[src/rtl/jssl_pkg.sv]
// Package with the shared types and constants of the joint-space step limiter.
`timescale 1ns / 1ps
package jssl_pkg;

    localparam int JOINT_W  = 32;
    localparam int MAG_W    = 32;
    localparam int SQ_W     = 64;
    localparam int RATIO_W  = 30;
    localparam int RATIO_BITS = 29;
    localparam int STEP_W   = 33;
    localparam int ROOT_W   = 36;
    localparam int RAD_W    = 2 * ROOT_W;
    localparam int DVD_W    = 62;
    localparam int DVS_W    = 36;
    localparam int ELAPSED_W = 16;
    localparam int SF_W     = 17;
    localparam int MS_W     = 32;
    localparam int P1_W     = ELAPSED_W + SF_W;
    localparam int P2_W     = P1_W + MS_W;
    localparam int CFG_W    = 32;

    // Tolerance of 0.001 rad and reset angle of joint 3 (-0.0698 rad) in Q3.28.
    localparam logic [MAG_W-1:0]   TOL      = MAG_W'(268435);
    localparam logic [JOINT_W-1:0] RESET_J3 = JOINT_W'(-18736795);
    localparam logic [SF_W-1:0]    SF_ONE   = SF_W'(65536);
    localparam logic [MS_W-1:0]    MS_RESET = MS_W'(16777216);
    localparam logic [STEP_W-1:0]  STEP_MAX = {STEP_W{1'b1}};

    // 4096000000 = 2^18 * 15625. The power of two is a shift; the odd factor is a
    // multiplication by ceil(2^61 / 15625), which is exact for numerators below 2^47.
    localparam int STEP_SHIFT = 18;
    localparam int RCP_IN_W   = 48;
    localparam int RCP_HALF   = 24;
    localparam int RCP_ACC_W  = 2 * RCP_IN_W;
    localparam int RCP_SHIFT  = 61;
    localparam int RCP_Q_W    = RCP_ACC_W - RCP_SHIFT;
    localparam logic [RCP_IN_W-1:0] STEP_RCP = 48'd147573952589677;

    localparam logic MODE_LOAD = 1'b0;
    localparam logic MODE_TICK = 1'b1;

    localparam logic REG_SPEED_FRAC = 1'b0;
    localparam logic REG_MAX_SPEED  = 1'b1;

    typedef struct packed {
        logic load;
        logic sq_en;
        logic snap;
        logic mul_en;
        logic upd_en;
    } lane_ctrl_t;

endpackage

[src/rtl/jssl_sqrt.sv]
// Digit-by-digit integer square root, one root bit per cycle.
`timescale 1ns / 1ps
module jssl_sqrt
    import jssl_pkg::*;
(
    input  logic              aclk,
    input  logic              aresetn,
    input  logic              start,
    input  logic [RAD_W-1:0]  radicand,
    output logic [ROOT_W-1:0] root,
    output logic              done
);

    localparam int REM_W = ROOT_W + 3;

    logic [RAD_W-1:0]  rad_reg;
    logic [ROOT_W-1:0] root_reg;
    logic [REM_W-1:0]  rem_reg;
    logic [5:0]        cnt_reg;
    logic              busy_reg, done_reg;
    logic [REM_W-1:0]  rem_sh, trial;

    always_comb begin
        rem_sh = {rem_reg[REM_W-3:0], rad_reg[RAD_W-1 -: 2]};
        trial  = {1'b0, root_reg, 2'b01};
    end

    always_ff @(posedge aclk) begin
        if (!aresetn) begin
            busy_reg <= 1'b0;
            done_reg <= 1'b0;
            cnt_reg  <= '0;
        end else begin
            done_reg <= 1'b0;
            if (start) begin
                busy_reg <= 1'b1;
                cnt_reg  <= 6'(ROOT_W - 1);
            end else if (busy_reg) begin
                cnt_reg <= cnt_reg - 6'd1;
                if (cnt_reg == '0) begin
                    busy_reg <= 1'b0;
                    done_reg <= 1'b1;
                end
            end
        end
    end

    always_ff @(posedge aclk) begin
        if (start) begin
            rad_reg  <= radicand;
            root_reg <= '0;
            rem_reg  <= '0;
        end else if (busy_reg) begin
            rad_reg <= {rad_reg[RAD_W-3:0], 2'b00};
            if (rem_sh >= trial) begin
                rem_reg  <= rem_sh - trial;
                root_reg <= {root_reg[ROOT_W-2:0], 1'b1};
            end else begin
                rem_reg  <= rem_sh;
                root_reg <= {root_reg[ROOT_W-2:0], 1'b0};
            end
        end
    end

    assign root = root_reg;
    assign done = done_reg;

endmodule

[config.mk]
export PLATFORM = sky130hd
export DESIGN_NAME = jssl_sqrt
export DESIGN_NICKNAME = d
export VERILOG_FILES = /design/src/rtl/jssl_pkg.sv /design/src/rtl/jssl_sqrt.sv
export SDC_FILE = /design/constraint.sdc
export NUM_CORES = 1
export LEC_CHECK = 0
export ABC_AREA = 0
export BUFFER_PORTS_ARGS = -buffer_cell sky130_fd_sc_hd__buf_2
export CORE_MARGIN = 4
export CORE_UTILIZATION = 36
export CTS_BUF_LIST = sky130_fd_sc_hd__clkbuf_4
export DETAILED_ROUTE_END_ITERATION = 6
export GPL_TIMING_DRIVEN = 0
export PLACE_DENSITY = 0.58
export SLEW_MARGIN = 20
export SYNTH_ARGS = -nofsm -noshare
export SYNTH_HDL_FRONTEND = slang
export SYNTH_SLANG_ARGS = --single-unit
[constraint.sdc]
create_clock -name aclk -period 2.7 [get_ports aclk]
set_input_delay 0.135 -clock aclk [delete_from_list [all_inputs] [get_ports aclk]]
set_output_delay 0.135 -clock aclk [all_outputs]
set_load 0.01 [all_outputs]
==> Word-level counts from Yosys, hierarchy flattened <==
Index checks and enable logic that the tools add are counted.
{ "word_totals": {"ff_bits": 153, "output_inout_bits": 37, "inputBits": 75} }
{ "op_classes": {"reduce_logical": 4, "addsub": 2, "n_mux": 10, "n_lt_le_gt_ge": 1, "bitwise": 2} }
{ "op_table": {"columns": ["operator", "count"], "rows": [
  ["two-way mux 72 bit", 2],
  [">= comparator 39 x 38 -> 1 bit", 1],
  ["two-way mux 37 bit", 1],
  ["subtractor 37 bit", 1],
  ["two-way mux 6 bit", 2],
  ["zero test 6 bit", 1],
  ["subtractor 6 x 1 -> 6 bit, second input constant", 1],
  ["two-way mux 1 bit", 5],
  ["OR reduction 3 bit", 1],
  ["NOT 1 bit", 2],
  ["nonzero test 2 bit", 1],
  ["OR reduction 2 bit", 1]
]} }

==> Logic depth before layout (Yosys ltp) <==
{ "logic_depth": {"depth_word": 4, "ltp_mapped": 13} }

==> Worst setup path after synthesis <==
OpenSTA, ideal clock, no wires.
{ "synth_timing": {"kind": "register to register", "startpoint": "reg root_reg[1] (netlist: root[1])", "endpoint": "reg rem_reg[1]", "path_stages_with_launch": 12, "t_arrival_ps": 2841, "setup_slack_ps": -237, "n_path_buf": 1, "cell_sequence": "dfxtp_1 inv_1 ha_1 nand2_1 o31a_1 a21o_1 a2111oi_4 nor4_2 or3b_1 buf_2 a2111o_1 o311ai_1"} }
{ "synth_via": {"elab_chain_cells": 2} }
{ "synth_rtl": {"columns": ["item", "line_no", "rtl"], "rows": [
  ["from (decl)", "jssl_sqrt.sv:17", "logic [ROOT_W-1:0] root_reg;"],
  ["from (signal assigned)", "jssl_sqrt.sv:57", "root_reg <= {root_reg[ROOT_W-2:0], 1'b1};"],
  ["from (signal assigned)", "jssl_sqrt.sv:60", "root_reg <= {root_reg[ROOT_W-2:0], 1'b0};"],
  [">= comparator 39 x 38 -> 1 bit", "jssl_sqrt.sv:55", "if (rem_sh >= trial) begin"],
  ["two-way mux 37 bit", "jssl_sqrt.sv:55", null],
  ["to (signal assigned)", "jssl_sqrt.sv:56", "rem_reg <= rem_sh - trial;"],
  ["to (signal assigned)", "jssl_sqrt.sv:59", "rem_reg <= rem_sh;"],
  ["to (decl)", "jssl_sqrt.sv:18", "logic [REM_W-1:0] rem_reg;"]
]} }
No other way between the ends.
A chain may end at the register's enable or synchronous reset.

==> Worst setup path after layout <==
{ "layout_timing": {"startpoint": "reg root_reg[2] (netlist: root[2])", "endpoint": "reg rem_reg[1]"} }
Same word-level chain as after synthesis.

==> flow_summary.yaml <==
clock_tree:
  cts_inserted_buffers: 17
  clkSinkCount: 153
  clockBufferDepth: 2
  cts_root_buf: "clkbuf_4"
  cts.htree.levels: 4
  cts_tree: "yes"
  clk_pin_slew_worst_paths_ps: 170
  clk_latency_ps: 600
routing:
  wl_met3_um: 1532
  drt_wl_total_um: 25420
  vias: 7724
  via_per_inst: 5.305
  drc: 2
  wl_per_cell_um: 17.46
  drt_first_pass_iters: 7
  routed.top_layer: "met4"
  ant_nets: 0
  drtIter0Drc: 493
  wl_met1_um: 11200
  met2_length_um: 12190
global_route:
  grt_pass1_vias: 7466
  grt_overflow: 0
  grt_start_max_net_pins: 39
  grt_pass1_wl_um: 39450
  antenna_found_initial: 2
  track_usage_pct: 18.40
synthesis:
  syn_nets: 995
  yosysWarnings: 0
  ys.flop_type: "dfxtp_1"
  ys_ff_latch: 153
  synth_cells: 880
  syn-cell-area_um2: 8652
  synth_enable_flop_cells: 72
  synth_area_per_cell_um2: 9.832
  synth_seq_area_share_pct: 43.73
  async_flop_share_pct: 0
  ys_types: 64
floorplan:
  core_area_um2: 23540
  chipWidth_um: 163.0
  io_pins: 112
  die_area_um2: 26580
  die_y_um: 163.0
  start_util_pct: 36.75
  rows: 56
sta:
  relSlewSlack_pct: 40.95
  tns_ps: -7901
  setup_slack_ps: -333.8
  min_period_over_period_pct: 112.4
  skew_ps: 27.62
  worst_pin_slew_ps: 885.8
  drv_slew: 0
  finalHoldViolations: 0
  min_period_ps: 3034
  fmax_mhz: 329.6
  rsz0062_at_grt: "yes"
  finalSetupViolCount: 38
hold_path:
  worstHoldPathCells: 4
  hold_class: "primary input to register"
power:
  seq_power_share_pct: 21.3
  p_leak_uw: 0.004672
  peakVddDrop_mv: 0.8402
  swShare_pct: 46.15
  p_int_uw: 7730
  pwr-share-comb_pct: 67.6
  powerDensity_nw_per_um2: 1212
  p_sw_uw: 6625
  clkPwrFrac_pct: 11.1
cells_and_area:
  largest_reg_flops: 72
  synthToLayoutAreaGrowth_pct: 36.93
  fin_cells: 1456
  nNetsFinal: 1237
  n_fill_cell: 2184
  drive_gt1_share_pct: 34.45
setup_path:
  crit_family: "compound AO/OA/AOI/OAI gates"
  r2r_cells: 12
  end_kind: "register"
  crit_required_ps: 3190
  worstSetupPathDepth: 12
  crit_fanout: 5
  arrival_ps: 3520
  cp_slowest_stage_delay_ps: 440
  critical_path_class: "register to register"
  crit_buf_inv: 3
  crit_chain: "inv_2, ha_4, nand2_4, o31a_1, a21o_1, a2111oi_4, buf_4, nor4_4, or3b_4, buf_8, a2111o_1, o311ai_1"
  worst_setup_path_start_kind: "register"
  worst_path_max_delay_cell: "or3b_4"
placed_design:
  dp_hpwl_um: 16770
  io_buffers: 110
  dp.cells: 1310
  gp_congestion: 0.8590
outcome:
  violations: "design-rule violations, negative setup slack"
  status: "finished, violations left"
run:
  drv_cap: 0
cell usage after synthesis (all sizes together) (7+ instances only):
cell type,count,share of area [%]
nand3,35,2.0
a31oi,9,0.65
a211oi,12,1.0
xnor2,27,2.7
o21ai,50,2.9
clkbuf,43,1.9
dfxtp,81,19
ha,40,5.8
xor2,9,0.91
nor3,9,0.58
nor4,9,0.72
and3,10,0.72
nand4,7,0.51
nand2,40,1.7
nor2,99,4.3
mux2,71,9.2
mux2i,38,4.4
edfxtp,72,25
a311oi,24,2.4
a21o,13,1.1
a21oi,39,2.3
inv,51,2.2
nor2b,7,0.51
buf,12,0.62
cell families (layout without fill, tap and decap cells):
group / Yosys count / in the layout / share of synthesized area [%]
AOI/OAI and AO/OA: 197 / 197 / 15.49
buffers and inverters: 106 / 361 / 4.729
muxes: 109 / 109 / 13.64
xor gates and xnor gates: 36 / 36 / 3.644
and+or+nand+nor: 239 / 239 / 12.99
adders and majority gates: 40 / 40 / 5.785
DFF: 153 / 153 / 43.73
other: 0 / 2 / 0
metrics by stage:
step	hold WS [ps]	setup slack (ps)	util, %	power, uW	instance area [um^2]
floorplan	263.2	-108.6	-	7583	8737
global placement	415.2	-860.6	41.15	9214	9687
detailed placement	417.8	-837.8	41.25	9219	9712
CTS	246.8	-289.9	48.63	12860	11450
global route	293.7	-404.5	50.32	15100	11850
finish	256.0	-333.8	50.32	14350	11850
per-layer routing:
| metal | vias to the layer above | GRT usage, % |
|---|---|---|
| met3 | 42 | 4.290 |
| met2 | 233 | 30.21 |
| met4 | 0 | 5.337 |
| li1 | 3717 | - |
| met1 | 3732 | 24.33 |
| met5 | - | 0 |
worst reg2reg max path, cell delays in order (launching register included):
cell and delay [ps]:
dfxtp_2 370, inv_2 50, ha_4 280, nand2_4 50, o31a_1 360, a21o_1 240
a2111oi_4 300, buf_4 200, nor4_4 60, or3b_4 440, buf_8 160, a2111o_1 360
o311ai_1 70
final timing paths:
kind / end / start / slack (ps)
setup / recovery: rem_reg[1] / root[2] / -330
hold / removal: rem_reg[31] / start / 260
setup reg to reg: rem_reg[1] / root[2] / -330
hold reg to reg: root[7] / root[6] / 520
final cells by class:
type | instances | area [um^2] | share of cell area (%)
multi-input cells | 621 | 5082 | 42.90
flip-flops and latches | 153 | 3816 | 32.21
repair buffers | 228 | 1728 | 14.58
well taps | 319 | 399.1 | 3.369
plain buffers | 50 | 296.5 | 2.503
clock inverters | 15 | 201.4 | 1.700
inverters | 51 | 191.4 | 1.616
clock buffers | 17 | 127.6 | 1.077
diodes | 2 | 5.005 | 0.04224
timing repair:
action,CTS,global route
setup buffers,25,16
endpoints found under the hold margin,80,0
hold buffers,73,0
setup endpoints to repair,38,38
gates cloned,4,1
resized for setup,104,75
pin swaps,28,25
power by group through the flow:
stage          combinational [uW]  sequential (uW)  clock, uW
6_report                     9700             3060       1590
3_3_place_gp                 6140             3070          0
5_1_grt                     10300             3090       1730
2_1_floorplan                4620             2960          0
3_5_place_dp                 6150             3070          0
4_1_cts                      8200             3040       1620
placed cells by master, fill, tap and decap left out, types with 32 or more instances in the layout:
| master | n |
|---|---|
| nor2_1 | 95 |
| mux2_2 | 71 |
| mux2i_1 | 38 |
| buf_2 | 111 |
| nand2_1 | 33 |
| dfxtp_1 | 57 |
| clkbuf_1 | 32 |
| dlygate4sd3_1 | 73 |
| inv_1 | 45 |
| buf_4 | 35 |
| a21oi_1 | 33 |
| o21ai_0 | 39 |
| edfxtp_1 | 72 |
No activity file was read; power rests on OpenSTA's default activity.
