## src/rtl/jssl_pkg.sv

```systemverilog
// Package with the shared types and constants of the joint-space step limiter.
`timescale 1ns / 1ps
package jssl_pkg;

    localparam int JOINT_W  = 32;
    localparam int MAG_W    = 32;
    localparam int SQ_W     = 64;
    localparam int RATIO_W  = 30;
    localparam int RATIO_BITS = 29;
    localparam int STEP_W   = 33;
    localparam int ROOT_W   = 36;
    localparam int RAD_W    = 2 * ROOT_W;
    localparam int DVD_W    = 62;
    localparam int DVS_W    = 36;
    localparam int ELAPSED_W = 16;
    localparam int SF_W     = 17;
    localparam int MS_W     = 32;
    localparam int P1_W     = ELAPSED_W + SF_W;
    localparam int P2_W     = P1_W + MS_W;
    localparam int CFG_W    = 32;

    // Tolerance of 0.001 rad and reset angle of joint 3 (-0.0698 rad) in Q3.28.
    localparam logic [MAG_W-1:0]   TOL      = MAG_W'(268435);
    localparam logic [JOINT_W-1:0] RESET_J3 = JOINT_W'(-18736795);
    localparam logic [SF_W-1:0]    SF_ONE   = SF_W'(65536);
    localparam logic [MS_W-1:0]    MS_RESET = MS_W'(16777216);
    localparam logic [STEP_W-1:0]  STEP_MAX = {STEP_W{1'b1}};

    // 4096000000 = 2^18 * 15625. The power of two is a shift; the odd factor is a
    // multiplication by ceil(2^61 / 15625), which is exact for numerators below 2^47.
    localparam int STEP_SHIFT = 18;
    localparam int RCP_IN_W   = 48;
    localparam int RCP_HALF   = 24;
    localparam int RCP_ACC_W  = 2 * RCP_IN_W;
    localparam int RCP_SHIFT  = 61;
    localparam int RCP_Q_W    = RCP_ACC_W - RCP_SHIFT;
    localparam logic [RCP_IN_W-1:0] STEP_RCP = 48'd147573952589677;

    localparam logic MODE_LOAD = 1'b0;
    localparam logic MODE_TICK = 1'b1;

    localparam logic REG_SPEED_FRAC = 1'b0;
    localparam logic REG_MAX_SPEED  = 1'b1;

    typedef struct packed {
        logic load;
        logic sq_en;
        logic snap;
        logic mul_en;
        logic upd_en;
    } lane_ctrl_t;

endpackage

```

## src/rtl/jssl_lane.sv

```systemverilog
// One joint lane: position and target storage, difference, square and step update.
`timescale 1ns / 1ps
module jssl_lane
    import jssl_pkg::*;
#(
    parameter int LANE_IDX = 0
) (
    input  logic                aclk,
    input  logic                aresetn,
    input  lane_ctrl_t          ctrl,
    input  logic [JOINT_W-1:0]  tgt_in,
    input  logic [RATIO_W-1:0]  ratio,
    output logic [JOINT_W-1:0]  pos_out,
    output logic [SQ_W-1:0]     sq_out,
    output logic                in_tol
);

    localparam logic [JOINT_W-1:0] POS_RESET = (LANE_IDX == 3) ? RESET_J3 : '0;

    logic [JOINT_W-1:0] pos_reg, tgt_reg;
    logic [SQ_W-1:0]    sq_reg;
    logic [STEP_W-1:0]  delta_reg;
    logic signed [JOINT_W:0] diff;
    logic [JOINT_W:0]   diff_neg;
    logic [MAG_W-1:0]   mag;
    logic [MAG_W+RATIO_W-1:0] prod;
    logic [JOINT_W-1:0] pos_next;

    always_comb begin
        diff     = $signed({tgt_reg[JOINT_W-1], tgt_reg}) - $signed({pos_reg[JOINT_W-1], pos_reg});
        diff_neg = -diff;
        mag      = diff[JOINT_W] ? diff_neg[MAG_W-1:0] : diff[MAG_W-1:0];
        in_tol   = (mag < TOL);
        prod     = mag * ratio;
        if (diff[JOINT_W]) begin
            pos_next = pos_reg - delta_reg[JOINT_W-1:0];
        end else begin
            pos_next = pos_reg + delta_reg[JOINT_W-1:0];
        end
    end

    always_ff @(posedge aclk) begin
        if (!aresetn) begin
            pos_reg <= POS_RESET;
            tgt_reg <= POS_RESET;
        end else begin
            if (ctrl.load) begin
                tgt_reg <= tgt_in;
            end
            if (ctrl.snap) begin
                pos_reg <= tgt_reg;
            end else if (ctrl.upd_en) begin
                pos_reg <= pos_next;
            end
        end
    end

    always_ff @(posedge aclk) begin
        if (ctrl.sq_en) begin
            sq_reg <= mag * mag;
        end
        if (ctrl.mul_en) begin
            delta_reg <= prod[RATIO_BITS +: STEP_W];
        end
    end

    assign pos_out = pos_reg;
    assign sq_out  = sq_reg;

endmodule

```

## config.mk

```make
export PLATFORM = sky130hd
export DESIGN_NAME = jssl_lane
export DESIGN_NICKNAME = d
export VERILOG_FILES = /design/src/rtl/jssl_pkg.sv /design/src/rtl/jssl_lane.sv
export SDC_FILE = /design/constraint.sdc
export NUM_CORES = 2
export LEC_CHECK = 0
export BUFFER_PORTS_ARGS = -buffer_cell sky130_fd_sc_hd__buf_4
export CAP_MARGIN = 25
export CORE_MARGIN = 2
export CORE_UTILIZATION = 45
export DETAILED_ROUTE_END_ITERATION = 6
export RECOVER_POWER = 50
export SYNTH_ARGS = -nofsm -noshare
export SYNTH_HDL_FRONTEND = slang
export SYNTH_SLANG_ARGS = --single-unit
```

## constraint.sdc

```tcl
create_clock -name aclk -period 10.75 [get_ports aclk]
set_input_delay 1.075 -clock aclk [delete_from_list [all_inputs] [get_ports aclk]]
set_output_delay 1.075 -clock aclk [all_outputs]
set_load 0.02 [all_outputs]
```

; ---- Word-level counts from Yosys, hierarchy flattened
; Index checks and enable logic that the tools add are counted.
[totals]
n_memories = 0
romBits = 0
mem_bits_rw = 0
in_bits = 69
reg_bits = 160
latchBits = 0
wordCells = 16
[classes]
div_mod_pow = 0
order_cmp = 1
reduce_logical = 1
bitwise = 0
muxes = 4
add_sub_neg = 4
n_shift = 0
multipliers = 2
n_eq_ne = 0
[ops]
columns = op, count
row1 = $mux 32, 4
row2 = $mul 32x32->64, 1
row3 = $mul 32x30->61, 1
row4 = $sub 32x32->33, 1
row5 = $add 32x32->32, 1
row6 = $lt 32x19->1 const B, 1
row7 = $neg 32->32, 1
row8 = $sub 32x32->32, 1
row9 = $reduce_bool 2->1, 1

; ---- Depth between registers and ports, before layout
[depth]
word_depth = 4
ltp_mapped = 47

; ---- Worst setup path before layout
; Ideal clock, no wire load.
[synth_path]
path_type = register -> register
startpoint = reg pos_reg[0] (netlist: pos_out[0])
endpoint = reg sq_reg[61] (netlist: sq_out[61]), data pin
setup_ns = 0.266
t_arrival_ns = 10.873
path_stages_with_launch = 42
path_slack_ns = -0.389
path_buffers = 2
cell_sequence = dfxtp_1 -> ha_1 -> fa_1 -> nand2b_1 -> a21oi_1 -> o211ai_2 -> and2b_1 -> xnor2_1 -> nor3_2 -> nand2_1 -> nor2_1 -> a21oi_1 -> xor2_1 -> inv_1 -> buf_2 -> buf_1 -> nor2_1 -> fa_1 -> [6 not listed] -> inv_1 -> fa_1 -> fa_1 -> fa_1 -> inv_1 -> ha_1 -> and3_1 -> and2_1 -> a221oi_1 -> o21ai_0 -> a31o_2 -> a21o_1 -> nand4_1 -> a31oi_1 -> a211oi_1 -> nor3b_1 -> o41ai_1 -> xnor2_1
[synth_via]
elab_chain_len = 4
[synth_lines]
columns = item, line
row1 = start: declaration, jssl_lane.sv:20  ; logic [JOINT_W-1:0] pos_reg, tgt_reg;
row2 = start signal: assignment, jssl_lane.sv:51  ; pos_reg <= tgt_reg;
row3 = start signal: assignment, jssl_lane.sv:53  ; pos_reg <= pos_next;
row4 = $sub 32x32->33 *, jssl_lane.sv:30  ; diff = $signed({tgt_reg[JOINT_W-1], tgt_reg}) - $signed({pos_reg[JOINT_W-1], pos_reg});
row5 = $neg 32->32, jssl_lane.sv:31  ; diff_neg = -diff;
row6 = $mux 32 *, jssl_lane.sv:32  ; mag = diff[JOINT_W] ? diff_neg[MAG_W-1:0] : diff[MAG_W-1:0];
row7 = $mul 32x32->64 *, jssl_lane.sv:60  ; sq_reg <= mag * mag;
row8 = end signal: assignment, jssl_lane.sv:60
row9 = end: declaration, jssl_lane.sv:21  ; logic [SQ_W-1:0] sq_reg;
; Mark *: on every way between the ends. The rest lies on a longest branch, timed or not.
; A chain may end at the register's enable or synchronous reset.

; ---- Worst setup path after layout
[layout_path]
startpoint = reg pos_reg[4] (netlist: pos_out[4])
endpoint = reg delta_reg[29], data pin
[layout_via]
elab_chain_len = 4
[layout_lines]
columns = item, line
row1 = $sub 32x32->33 *, jssl_lane.sv:30
row2 = $neg 32->32, jssl_lane.sv:31
row3 = $mux 32 *, jssl_lane.sv:32
row4 = $mul 32x30->61 *, jssl_lane.sv:34  ; prod = mag * ratio;
row5 = named net prod[58], jssl_lane.sv:26  ; logic [MAG_W+RATIO_W-1:0] prod;
row6 = end signal: assignment, jssl_lane.sv:63  ; delta_reg <= prod[RATIO_BITS +: STEP_W];
row7 = end: declaration, jssl_lane.sv:22  ; logic [STEP_W-1:0] delta_reg;
; The timed path passes the listed nets; every way through them passes the cells marked *.

==> flow_summary.toml <==
[worst_setup_path]
crit_top_cell = "fa_1"
rr_endpoint = "delta_reg[29]"
cp-end-kind = "register"
crit_buf_inv = 12
start_kind = "register"
path_class = "register to register"
startpoint = "pos_out[4]"
path_depth = 45
r2r_cells = 45
cp_max_fo = 7
worstReg2RegStart = "pos_out[4]"
crit_end = "delta_reg[29]"
reg2reg_setup_slack_ps = -60
worstPathRequired_ps = 11050
cp_slowest_cell = "fa_1"
arrival_ps = 11110
slowest_delay_ps = 570
cp_top_family = "adder cells"

[clock_network]
clock_sinks = 159
clk_latency_ps = 590
cts-hold-fix-buffers = 0
cts_root_buf = "clkbuf_16"
cts.path.max_buffers = 2
h-tree-depth = 4
clkTransAtPathRegs_ps = 90
cts_tree = "yes"
cts_made_buffers = 17

[floorplan]
die_area_sq_mm = 0.1560
dieWidth_microns = 394.9
rows = 143
core_region_area_sq_mm = 0.1519
die_y_microns = 394.9
start_util_pct = 45.27
io_pins = 166

[logic_synthesis]
postSynthAreaPerCell_sq_um = 9.012
ys_seq_area_share_pct = 6.011
ys_warn_count = 0
synth_fp_nets = 9915
ys_seq_elements = 159
synthTopCellsByArea = "fa_1 48%, inv_1 11%, ha_1 11%, nand2_1 5.3%, edfxtp_1 4.1%"
synthCells = 7631
yosys.area.top_type = "fa_1"
synthArstFlopShare_pct = 0
synth_ff_type = "edfxtp_1"
synth_edf_count = 95
ys_types = 94
synth_top_area_share_pct = 47.60
syn-cell-area_sq_mm = 0.06877

[timing]
fin_crit_sh_pct = 100.6
skew_ps = 51.88
rsz0062_at_grt = "yes"
max_freq_mhz = 92.49
layout_min_cycle_time_ps = 10810
setup_viol = 7
fin_ws_ps = -62.11
slew_headroom_pct = -156.5
drv_slew = 168
tns_ps = -238.2
hold_slack_ps = 549.6
hold_viol = 0
tightestPinTransition_ps = 3848

[placement]
placed_cells = 10357
io_buffers = 164
post-dp-hpwl_microns = 167300
gp_congestion = 0.9081
dpl_worst_slack_ps = -695.6

[global_routing]
grt_max_degree = 65
grt_pass1_wl_microns = 324400
track_usage_pct = 26.65
overflow = 0
antenna_found_initial = 6
grt_pass1_vias = 59412

[layout]
drive_gt1_share_pct = 16.67
fillers = 13896
stdcell_count = 10456
final_net_count = 10693
largest_reg_flops = 63
syn_to_final_growth_pct = 17.94

[run]
drv_cap = 4

[drt]
dr_wl_met3_microns = 10600
vias_per_cell = 5.112
drc = 0
wirelength_microns = 198800
wl_per_cell_microns = 19.02
drtAntennaViolNets = 0
wl_met2_microns = 99600
drt_iter0_drc = 3167
wl_met1_microns = 79830
top_layer = "met5"
vias = 53451
dr.pass1.iters = 6

[run_status]
violations = "capacitance limit, slew limit, setup timing"
outcome = "finished with violations"

[min_path]
hold_path.class = "register to register"
-- kinds of logic (layout without fill, tap and decap cells) --
family	count (synthesis)	in the layout	share of synthesized area (%)
flops	159	159	6.011
simple gates	2004	2004	13.39
other cells	1	5	0.005453
mux	45	45	0.6550
xor+xnor	223	223	2.862
buf+inv	2347	3138	12.86
compound gates	637	637	6.064
fa+ha+maj	2215	2215	58.15
-- worst min-delay path by stage --
stage                           start  cells after the start     endpoint  slack (ps)
after floorplan            tgt_reg[4]                      1   pos_out[4]         500
after global placement    tgt_reg[19]                      2  pos_out[19]         530
after detailed placement  tgt_reg[19]                      2  pos_out[19]         540
after CTS                 tgt_reg[23]                      2  tgt_reg[23]         550
after global routing      tgt_reg[16]                      2  tgt_reg[16]         570
final                     tgt_reg[23]                      2  tgt_reg[23]         550
-- cell usage in the layout (no fill, tap or decap), drive strengths merged, types with 13 or more instances in the layout --
cell       n
and3      18
xor2      89
xnor2    134
o31ai     22
mux2i     45
clkbuf    53
nor2     374
a21oi    204
a21o      93
and2     364
o211ai    18
buf     1055
fa      1635
o21a      22
nand2b    24
dfxtp     64
nor2b     81
a31oi     20
clkinv    14
inv     2015
a31o      13
nand3     40
nor3      40
ha       580
o21bai    19
nand4     21
o21ai    111
nand2    976
a211oi    29
edfxtp    95
-- Yosys cell counts, drive strengths merged (89+ instances only) --
master  number
a21o        93
a21oi      204
and2       364
clkbuf     296
edfxtp      95
fa        1635
ha         580
inv       2007
nand2      976
nor2       374
o21ai      111
xnor2      134
xor2        89
-- area by class of cell --
class	instances	area (sq um)	share of cell area (%)
Antenna cell	4	10.01	0.01234
Clock buffer	17	425.4	0.5245
Clock inverter	15	187.7	0.2314
Inverter	2015	7577	9.342
Multi-Input combinational cell	5125	57430	70.81
Sequential cell	159	4151	5.119
Tap cell	2030	2540	3.132
Timing Repair Buffer	1091	8782	10.83
-- layer usage --
| metal | vias up | track usage (%) |
|---|---|---|
| li1 | 24052 | - |
| met1 | 27508 | 34.09 |
| met2 | 1509 | 46.36 |
| met3 | 378 | 3.040 |
| met4 | 4 | 10.15 |
| met5 | - | 0 |
-- tightest hold or removal path, stage by stage, from the launching register on --
cell and delay (ps):
dfxtp_1 330, mux2i_1 120, nor2b_1 50
-- through the flow --
| step | instance area [sq um] | utilization (%) |
|---|---|---|
| 6_report | 81110 | 53.39 |
| 3_5_place_dp | 78580 | 51.73 |
| 5_1_grt | 81100 | 53.39 |
| 3_3_place_gp | 78580 | 51.73 |
| 4_1_cts | 80100 | 52.73 |
| 2_1_floorplan | 68910 | - |
-- repair_timing --
action                     CTS  global route
pin swaps                   70            94
cloned                       1             1
setup endpoints to repair   42            43
buffers inserted            36            27
resized for setup          132           210
Power is left out: the tool's default activity adds up to more than one toggle a clock period on the data nets, which glitch-free logic cannot reach.
