$ cat src/rtl/jssl_pkg.sv
// Package with the shared types and constants of the joint-space step limiter.
`timescale 1ns / 1ps
package jssl_pkg;

    localparam int JOINT_W  = 32;
    localparam int MAG_W    = 32;
    localparam int SQ_W     = 64;
    localparam int RATIO_W  = 30;
    localparam int RATIO_BITS = 29;
    localparam int STEP_W   = 33;
    localparam int ROOT_W   = 36;
    localparam int RAD_W    = 2 * ROOT_W;
    localparam int DVD_W    = 62;
    localparam int DVS_W    = 36;
    localparam int ELAPSED_W = 16;
    localparam int SF_W     = 17;
    localparam int MS_W     = 32;
    localparam int P1_W     = ELAPSED_W + SF_W;
    localparam int P2_W     = P1_W + MS_W;
    localparam int CFG_W    = 32;

    // Tolerance of 0.001 rad and reset angle of joint 3 (-0.0698 rad) in Q3.28.
    localparam logic [MAG_W-1:0]   TOL      = MAG_W'(268435);
    localparam logic [JOINT_W-1:0] RESET_J3 = JOINT_W'(-18736795);
    localparam logic [SF_W-1:0]    SF_ONE   = SF_W'(65536);
    localparam logic [MS_W-1:0]    MS_RESET = MS_W'(16777216);
    localparam logic [STEP_W-1:0]  STEP_MAX = {STEP_W{1'b1}};

    // 4096000000 = 2^18 * 15625. The power of two is a shift; the odd factor is a
    // multiplication by ceil(2^61 / 15625), which is exact for numerators below 2^47.
    localparam int STEP_SHIFT = 18;
    localparam int RCP_IN_W   = 48;
    localparam int RCP_HALF   = 24;
    localparam int RCP_ACC_W  = 2 * RCP_IN_W;
    localparam int RCP_SHIFT  = 61;
    localparam int RCP_Q_W    = RCP_ACC_W - RCP_SHIFT;
    localparam logic [RCP_IN_W-1:0] STEP_RCP = 48'd147573952589677;

    localparam logic MODE_LOAD = 1'b0;
    localparam logic MODE_TICK = 1'b1;

    localparam logic REG_SPEED_FRAC = 1'b0;
    localparam logic REG_MAX_SPEED  = 1'b1;

    typedef struct packed {
        logic load;
        logic sq_en;
        logic snap;
        logic mul_en;
        logic upd_en;
    } lane_ctrl_t;

endpackage

$ cat src/rtl/jssl_div.sv
// Bit-serial restoring divider, one quotient bit per cycle.
`timescale 1ns / 1ps
module jssl_div
    import jssl_pkg::*;
(
    input  logic              aclk,
    input  logic              aresetn,
    input  logic              start,
    input  logic [DVD_W-1:0]  dividend,
    input  logic [DVS_W-1:0]  divisor,
    output logic [DVD_W-1:0]  quotient,
    output logic              done
);

    logic [DVD_W-1:0] dvd_reg;
    logic [DVS_W-1:0] dvs_reg;
    logic [DVS_W-1:0] rem_reg;
    logic [5:0]       cnt_reg;
    logic             busy_reg, done_reg;
    logic [DVS_W:0]   rem_sh, rem_sub;

    always_comb begin
        rem_sh  = {rem_reg, dvd_reg[DVD_W-1]};
        rem_sub = rem_sh - {1'b0, dvs_reg};
    end

    always_ff @(posedge aclk) begin
        if (!aresetn) begin
            busy_reg <= 1'b0;
            done_reg <= 1'b0;
            cnt_reg  <= '0;
        end else begin
            done_reg <= 1'b0;
            if (start) begin
                busy_reg <= 1'b1;
                cnt_reg  <= 6'(DVD_W - 1);
            end else if (busy_reg) begin
                cnt_reg <= cnt_reg - 6'd1;
                if (cnt_reg == '0) begin
                    busy_reg <= 1'b0;
                    done_reg <= 1'b1;
                end
            end
        end
    end

    // The dividend register shifts out at the top and collects quotient bits at the bottom.
    always_ff @(posedge aclk) begin
        if (start) begin
            dvd_reg <= dividend;
            dvs_reg <= divisor;
            rem_reg <= '0;
        end else if (busy_reg) begin
            if (rem_sh >= {1'b0, dvs_reg}) begin
                rem_reg <= rem_sub[DVS_W-1:0];
                dvd_reg <= {dvd_reg[DVD_W-2:0], 1'b1};
            end else begin
                rem_reg <= rem_sh[DVS_W-1:0];
                dvd_reg <= {dvd_reg[DVD_W-2:0], 1'b0};
            end
        end
    end

    assign quotient = dvd_reg;
    assign done     = done_reg;

endmodule

$ cat config.mk
export PLATFORM = sky130hd
export DESIGN_NAME = jssl_div
export DESIGN_NICKNAME = d
export VERILOG_FILES = /design/src/rtl/jssl_pkg.sv /design/src/rtl/jssl_div.sv
export SDC_FILE = /design/constraint.sdc
export NUM_CORES = 1
export LEC_CHECK = 0
export BUFFER_PORTS_ARGS = -buffer_cell sky130_fd_sc_hd__buf_2
export CORE_MARGIN = 4
export CORE_UTILIZATION = 55
export DETAILED_ROUTE_END_ITERATION = 10
export PLACE_DENSITY = 0.8
export SYNTH_ARGS = -nofsm -noshare
export SYNTH_HDL_FRONTEND = slang
export SYNTH_SLANG_ARGS = --single-unit
$ cat constraint.sdc
create_clock -name aclk -period 3.4 [get_ports aclk]
set_clock_uncertainty 0.1 [all_clocks]
set_input_delay 0.34 -clock aclk [delete_from_list [all_inputs] [get_ports aclk]]
set_output_delay 0.34 -clock aclk [all_outputs]
set_load 0.005 [all_outputs]
== Word-level counts from Yosys, hierarchy flattened ==
Cells that the tools add are included.

* Bits in registers: 142
* Bits of input ports: 101
* Output and inout bits: 63
* Logic and storage cells: 26

* Add/sub/neg operators: 2
* Magnitude comparators: 1
* Mux-type cells: 10
* Bitwise gates (word level): 2
* Reduce and logical (&&, ||, !) cells: 4

{| class="wikitable"
|+ Operator list
! kind !! number
|-
| $mux W62 || 2
|-
| $ge A37 B36 Y1 || 1
|-
| $mux W36 || 1
|-
| $sub A36 B36 Y36 || 1
|-
| $mux W6 || 2
|-
| $logic_not A6 Y1 || 1
|-
| $sub A6 B1 Y6 const B || 1
|-
| $mux W1 || 5
|-
| $reduce_or A3 Y1 || 1
|-
| $not A1 Y1 || 2
|-
| $reduce_bool A2 Y1 || 1
|-
| $reduce_or A2 Y1 || 1
|}

== Longest topological paths before layout ==
Gate-level depths: netlist of run 1.

* Word-level depth: 4
* Gate-level depth with buffers: 12
* Mapped depth without buffers: 11

== Worst setup path after synthesis of run 1 ==
OpenSTA, ideal clock, no wires.

* Path kind: flip-flop to flip-flop
* Start: reg dvs_reg[1]
* End: reg rem_reg[30]
* Library setup time: 131 ps
* Arrival time: 2637 ps
* Data required time: 3169 ps
* Setup slack: 532 ps
* Cell stages (with the launch flop): 12
* Buffers on the path: 1
* Period minus slack after synthesis: 2868 ps
* Cells stage by stage: edfxtp_1 inv_1 ha_1 or2b_1 a21o_1 a211o_1 a31oi_4 a21oi_2 o31a_1 buf_2 nor4b_2 o31ai_1

* Longest elaborated chain between the ends: 2
* Elaborated cells between the ends (all ways): 3
* Those cells by class: add/sub (1); order compare (1); mux (1)

{| class="wikitable"
|+ RTL lines
! what !! line !! source
|-
| start: declaration || jssl_div.sv:16 || <nowiki>logic [DVS_W-1:0] dvs_reg;</nowiki>
|-
| start signal: assignment || jssl_div.sv:51 || <nowiki>dvs_reg <= divisor;</nowiki>
|-
| $sub A36 B36 Y36 or $ge A37 B36 Y1 (tied branches) || jssl_div.sv:24, jssl_div.sv:54 ||
|-
| $mux W36 * || jssl_div.sv:54 || <nowiki>if (rem_sh >= {1'b0, dvs_reg}) begin</nowiki>
|-
| end signal: assignment || jssl_div.sv:55 || <nowiki>rem_reg <= rem_sub[DVS_W-1:0];</nowiki>
|-
| end signal: assignment || jssl_div.sv:58 || <nowiki>rem_reg <= rem_sh[DVS_W-1:0];</nowiki>
|-
| end: declaration || jssl_div.sv:17 || <nowiki>logic [DVS_W-1:0] rem_reg;</nowiki>
|}

Every way passes the cells marked *; elsewhere a longest branch is shown, timed or not.
A chain may end at the register's enable or synchronous reset.

== Worst setup path in the final report of run 1 ==
* Start: reg dvs_reg[1]
* End: reg rem_reg[26]

The elaborated chain is that of the path after synthesis.

==> out/results.txt, run 1 <==
Slew Viols, Final -> 0
Fin nets -> 1,050
Max FFs per register -> 62
Yosys cell types -> 69
Slew HR -> 55.80%
#FFs+latches synth -> 142
Minimum clock period -> 3.233 ns
LEAKAGE -> 4.125 nW
CP Cell Sequence -> inv_1 -> ha_1 -> or2b_1 -> a21o_1 -> a211o_1 -> a31oi_4 -> a21oi_2 -> o31a_1 -> buf_12 -> a311o_1 -> a311oi_1
Initial antenna violation count -> 1
Maxcap violations -> 0
Hpwl dp -> 13,130 um
Root Driver -> clkbuf_16
Inserted Clock Buffers -> 17
Ports -> 164
Final RePlAce weighted congestion -> 0.8884
Seq/Total Area, Yosys -> 49.13%
Largest net degree at the start of global routing -> 105
Cell with the largest stage delay on the worst path -> edfxtp_1
Largest buffer count on any clock path -> 2
YS warnings -> 0
Post-Syn Nets -> 859
Sequential cell area -> 0.003824 mm2
WL/cell -> 17.33 um
Placeable Area -> 0.01388 mm2
Util after Layout -> 69.92%
TritonRoute pass-1 iters -> 5
Synth Area per Inst -> 10.82 um2
GRT Residual Overflow -> 0
Final wirelength -> 19,120 um
Crit-path max cell delay -> 0.39 ns
DRC viols -> 0
Initial core utilization -> 56.07%
Synth Instances -> 719
Clock Latency Late Sink -> 0.43 ns
First-pass GRT wire length -> 30,350 um
Post-synth EDFFs -> 98
Die Width -> 127.0 um
Area grow syn2layout -> 24.71%
CTS tree -> built
Final Cycle Share -> 95.10%
Most frequent cells in the layout -> buf_2 (162), edfxtp_1 (98), nand2_1 (67)
Clock tree sinks -> 142
Ys flop type -> edfxtp_1
Initial DRC Count -> 549
CP required -> 3.63 ns
Final Hold Vio Count -> 0
Layout cell share with drive strength beyond 1 -> 30.44%
CTS clk-pin slew, worst paths -> 0.06 ns
PortBufs -> 163
Critical path class -> reg -> reg
Chip Height -> 127.0 um
Crit Path Max Fanout -> 41
Filler Cells Inserted -> 1,071
Power density cells -> 485.8 mW/mm2
Async SR Flop Fraction -> 0%
Peak Freq -> 309.3 MHz
Startpoint types -> register
Routed vias -> 6,347
Area of the multi-input gates -> 0.003610 mm2
Vias per cell -> 5.754
Setup violators final -> 0
Row cnt -> 43
H-tree Lvls -> 4
Worst-case hold slack -> 0.01473 ns
CP arrival -> 3.46 ns
Die area -> 0.01612 mm2
Post-Syn Area -> 0.007782 mm2
Worst-margin pin slew -> 0.6621 ns
Unrepaired setup endpoints after global routing -> false
Hold WC Path Type -> in -> reg
Status -> completed
Crit. End Element -> register
GRT Overall Usage -> 23.49%
Setup TNS Final -> 0 ns
Ant diodes -> 0
VDD IR-drop max -> 0.3666 mV
Vias in the first global route -> 6,105
Final ANT Viol Nets -> 0
Commonest non-fill, non-tap cell in the layout -> buf_2
==> cell type report <==
type | instances | area share (%)
sequential | 142 | 39.40
multi-input combinational | 490 | 37.19
timing repair buffer | 205 | 13.07
clock buffer | 17 | 4.383
tap | 180 | 2.320
inverter | 54 | 2.088
clock inverter | 15 | 1.547
==> critical path, delay by kind of cell, from the launching register on <==
| family | cells | cell delay (ns) |
|---|---|---|
| buf+inv | 2 | 0.25 |
| flops | 1 | 0.39 |
| compound gates | 7 | 1.88 |
| fa+ha+maj | 1 | 0.28 |
| simple gates | 1 | 0.24 |
==> power by group <==
group          internal, mW  switching [mW]  total (mW)
Combinational         0.367           0.432       0.799
Sequential             2.02          0.0740        2.09
Clock                  1.03           0.795        1.83
Total                  3.41            1.30        4.71
==> synthesized netlist by cell type, types with 11 or more instances <==
cell       n  area [um2]
a311oi_1  13       113.9
nor2_1    44       165.2
a21o_1    18       135.1
mux2_2    62       698.2
edfxtp_1  98        2943
ha_1      38       475.5
nand2_1   67       251.5
a21oi_1   38       190.2
o21ai_0   23       115.1
dfxtp_1   44       880.8
clkbuf_1  20       75.07
xor2_1    15       131.4
nand4_1   11       68.82
xnor2_1   19       166.4
inv_1     53       198.9
nand3_1   25       125.1
==> path summary, 6_finish.rpt <==
check,slack [ns],startpoint,depth (start not counted),to
max,0.17,dvs_reg[1],11,rem_reg[26]
min,0.01,divisor[4],1,dvs_reg[4]
max reg2reg,0.17,dvs_reg[1],11,rem_reg[26]
min reg2reg,0.39,rem_reg[21],2,rem_reg[21]
==> cells by family after synthesis <==
kind of cell | share of synthesized area, %
buffers and inverters | 4.582
AOI/OAI and AO/OA | 15.24
DFF | 49.13
and+or+nand+nor | 11.37
xor gates and xnor gates | 3.826
muxes | 9.486
adders and majority gates | 6.367
==> per-stage QoR <==
| stage | total power, mW | setup slack [ns] | cells | instance area [um2] |
|---|---|---|---|---|
| floorplan | 2.602 | 0.5324 | 719 | 7782 |
| global placement | 2.859 | 0.3081 | 1037 | 8782 |
| detailed placement | 2.878 | 0.2019 | 1037 | 8782 |
| CTS | 4.724 | 0.1675 | 1102 | 9688 |
| global route | 4.909 | 0.04699 | 1103 | 9706 |
| finish | 4.715 | 0.1666 | 1103 | 9706 |
==> metal layers <==
metal  track usage [%]  wire (um)  vias up
met2             40.16       9597      224
met4             7.760        468        2
met1             29.21       7888     3023
met5                 0         11        -
met3             5.811       1153       44
li1                  -          -     3054
==> timing repair <==
item                                    4_1_cts  5_1_grt
hold buffers                                 33        1
endpoints found under the setup margin        0        1
hold endpoints to repair                     33        1
gates resized for setup                       0        1
buffers inserted                              0        0
Power figures use the tool's default switching activity.
==> inputs of run 2 (changes only) <==
--- a/config.mk
+++ b/config.mk
@@ -8,6 +8,7 @@
 export BUFFER_PORTS_ARGS = -buffer_cell sky130_fd_sc_hd__buf_2
 export CORE_MARGIN = 4
 export CORE_UTILIZATION = 55
+export CTS_CLUSTER_SIZE = 8
 export DETAILED_ROUTE_END_ITERATION = 10
 export PLACE_DENSITY = 0.8
 export SYNTH_ARGS = -nofsm -noshare
==> constraint.sdc (replaced) <==
create_clock -name aclk -period 3.4 [get_ports aclk]
set_clock_uncertainty 0.1 [all_clocks]
set_input_delay 0.51 -clock aclk [delete_from_list [all_inputs] [get_ports aclk]]
set_output_delay 0.51 -clock aclk [all_outputs]
set_load 0.005 [all_outputs]
==> out/results.txt, run 2 (synthesis gave the netlist of run 1 again) <==
Cts repair resizes -> 0 (unchanged)
Vias per cell -> 5.819 (+1.1%)
Layout cell share with drive strength beyond 1 -> 31.61% (+1.2 points)
Row cnt -> 43 (unchanged)
GRT Overall Usage -> 22.78% (-0.71 points)
Final Hold Vio Count -> 0 (unchanged)
Clock tree sinks -> 142 (unchanged)
Largest net degree at the start of global routing -> 105 (unchanged)
Routed vias -> 6,226 (-1.9%)
Critical path class -> reg -> reg
Reg2Reg Setup Slack -> 0.16 ns (about the same)
Setup TNS Final -> 0 ns (unchanged)
CTS clk-pin slew, worst paths -> 0.06 ns (about the same)
Worst Hold End -> dvs_reg[20]
DRC viols -> 0 (unchanged)
Ports -> 164 (unchanged)
Initial DRC Count -> 536 (-2.4%)
TritonRoute pass-1 iters -> 5 (unchanged)
Final ANT Viol Nets -> 0 (unchanged)
Area after DPL -> 0.008782 mm2 (unchanged)
Setup violators final -> 0 (unchanged)
Placed Cells incl. Taps -> 1,037 (unchanged)
Final Cycle Share -> 95.34% (+0.24 points)
Final RePlAce weighted congestion -> 0.8884 (unchanged)
Placeable Area -> 0.01388 mm2 (unchanged)
Hpwl dp -> 13,130 um (unchanged)
Inserted Clock Buffers -> 17 (unchanged)
Status -> completed
Hold-critical path depth -> 1 (unchanged)
Clk pwr share -> 39.0% (+0.3 points)
Initial antenna violation count -> 3 (+2)
Net Sw Power -> 1.287 mW (-1.0%)
CP arrival -> 3.47 ns (about the same)
Area of the multi-input gates -> 0.003610 mm2 (unchanged)
Startpoint types -> register
WL/cell -> 17.32 um (about the same)
Minimum clock period -> 3.241 ns (+0.008010 ns)
Most frequent cells in the layout -> buf_2 (162), edfxtp_1 (98), nand2_1 (67)
Hold Buf Count CTS -> 0 (-100%)
Filler Cells Inserted -> 1,109 (+3.5%)
Fin nets -> 1,016 (-3.2%)
Util after Layout -> 67.49% (-2.4 points)
Initial core utilization -> 56.07% (unchanged)
Crit Path Max Fanout -> 41 (unchanged)
Clock Latency Late Sink -> 0.42 ns (about the same)
Max FFs per register -> 62 (unchanged)
VDD IR-drop max -> 0.3662 mV (-0.11%)
Final cell count without fillers -> 1,070 (-3.0%)
Min-delay src -> divisor[20]
CP required -> 3.63 ns (about the same)
Sequential cell area -> 0.003824 mm2 (unchanged)
Pint -> 3.388 mW (-0.76%)
Reg2reg end -> rem_reg[26]
PortBufs -> 163 (unchanged)
Sw frac -> 27.54% (-0.053 points)
Maxcap violations -> 0 (unchanged)
Final wirelength -> 18,530 um (-3.1%)
Chip Height -> 127.0 um (unchanged)
Final instance area -> 0.009368 mm2 (-3.5%)
Die area -> 0.01612 mm2 (unchanged)
CTS tree -> built
Worst-case hold slack -> 0.1564 ns (+0.1416 ns)
Die Width -> 127.0 um (unchanged)
Largest buffer count on any clock path -> 2 (unchanged)
Post-CTS Setup Repair Bufs -> 0 (unchanged)
First-pass GRT wire length -> 29,410 um (-3.1%)
Hold WC Path Type -> in -> reg
Power density cells -> 499.1 mW/mm2 (+2.7%)
GRT Residual Overflow -> 0 (unchanged)
Worst R2R Start -> dvs_reg[1]
Area grow syn2layout -> 20.37%
Root Driver -> clkbuf_16
Peak Freq -> 308.5 MHz (-0.25%)
Worst-margin pin slew -> 0.6647 ns (+0.002679 ns)
Crit. End Element -> register
LEAKAGE -> 3.983 nW (-3.4%)
Worst reg-to-reg path cell count -> 11 (unchanged)
Seq pwr share -> 44.7% (+0.4 points)
H-tree Lvls -> 4 (unchanged)
Slew HR -> 55.62% (-0.18 points)
Unrepaired setup endpoints after global routing -> false
Commonest non-fill, non-tap cell in the layout -> buf_2
Combinational fraction of design power -> 16.4% (-0.5 points)
Vias in the first global route -> 5,941 (-2.7%)
Slew Viols, Final -> 0 (unchanged)
-- run 2: changes by cell type in the layout (fill, tap and decap cells not counted) --
cell	before	now
dlygate4sd3_1	34	0
diode_2	0	1
-- run 2: area by class of cell --
type	instances	share of cell area [%]
Clock buffer	17	4.541
Tap cell	180	2.404
Clock inverter	15	1.603
Timing Repair Buffer	171	9.911
Antenna cell	1	0.02671
Inverter	54	2.164
Multi-Input combinational cell	490	38.53
Sequential cell	142	40.82
-- run 2: worst max-delay path by stage --
stage                     start           to  slack [ns]  cells past startpoint
floorplan            dvs_reg[1]  rem_reg[30]        0.53                     11
global placement     dvs_reg[1]  rem_reg[26]        0.31                     11
detailed placement   dvs_reg[1]  rem_reg[26]        0.20                     11
CTS                  dvs_reg[1]  rem_reg[26]        0.17                     11
global route        dvs_reg[14]  rem_reg[26]        0.05                     11
finish               dvs_reg[1]  rem_reg[26]        0.16                     11
-- run 2: worst max-delay path: stages, from the launching register on --
cell	delay [ns]
edfxtp_1	0.39
inv_1	0.06
ha_1	0.28
or2b_1	0.24
a21o_1	0.19
a211o_1	0.39
a31oi_4	0.27
a21oi_2	0.14
o31a_1	0.36
buf_12	0.19
a311o_1	0.28
a311oi_1	0.25
-- run 2: per-layer routing --
layer	global-route usage (%)	vias to the layer above	share of wire [%]
met1	28.70	2956	41
met5	0	-	0.10
met3	6.232	44	6.9
li1	-	2995	-
met2	37.83	227	49
met4	8.013	4	2.4
-- run 2: power by group through the flow --
stage	sequential [mW]	combinational [mW]	clock (mW)
6_report	2.09	0.766	1.82
5_1_grt	2.11	0.844	1.92
4_1_cts	2.09	0.763	1.84
3_5_place_dp	2.12	0.755	0
3_3_place_gp	2.12	0.742	0
2_1_floorplan	2.12	0.482	0
-- run 2: per-stage QoR --
stage                     setup slack, ns  power, mW
after global placement             0.3081      2.859
after global routing              0.04867      4.870
after detailed placement           0.2019      2.878
final                              0.1586      4.676
after CTS                          0.1675      4.694
after floorplan                    0.5324      2.602
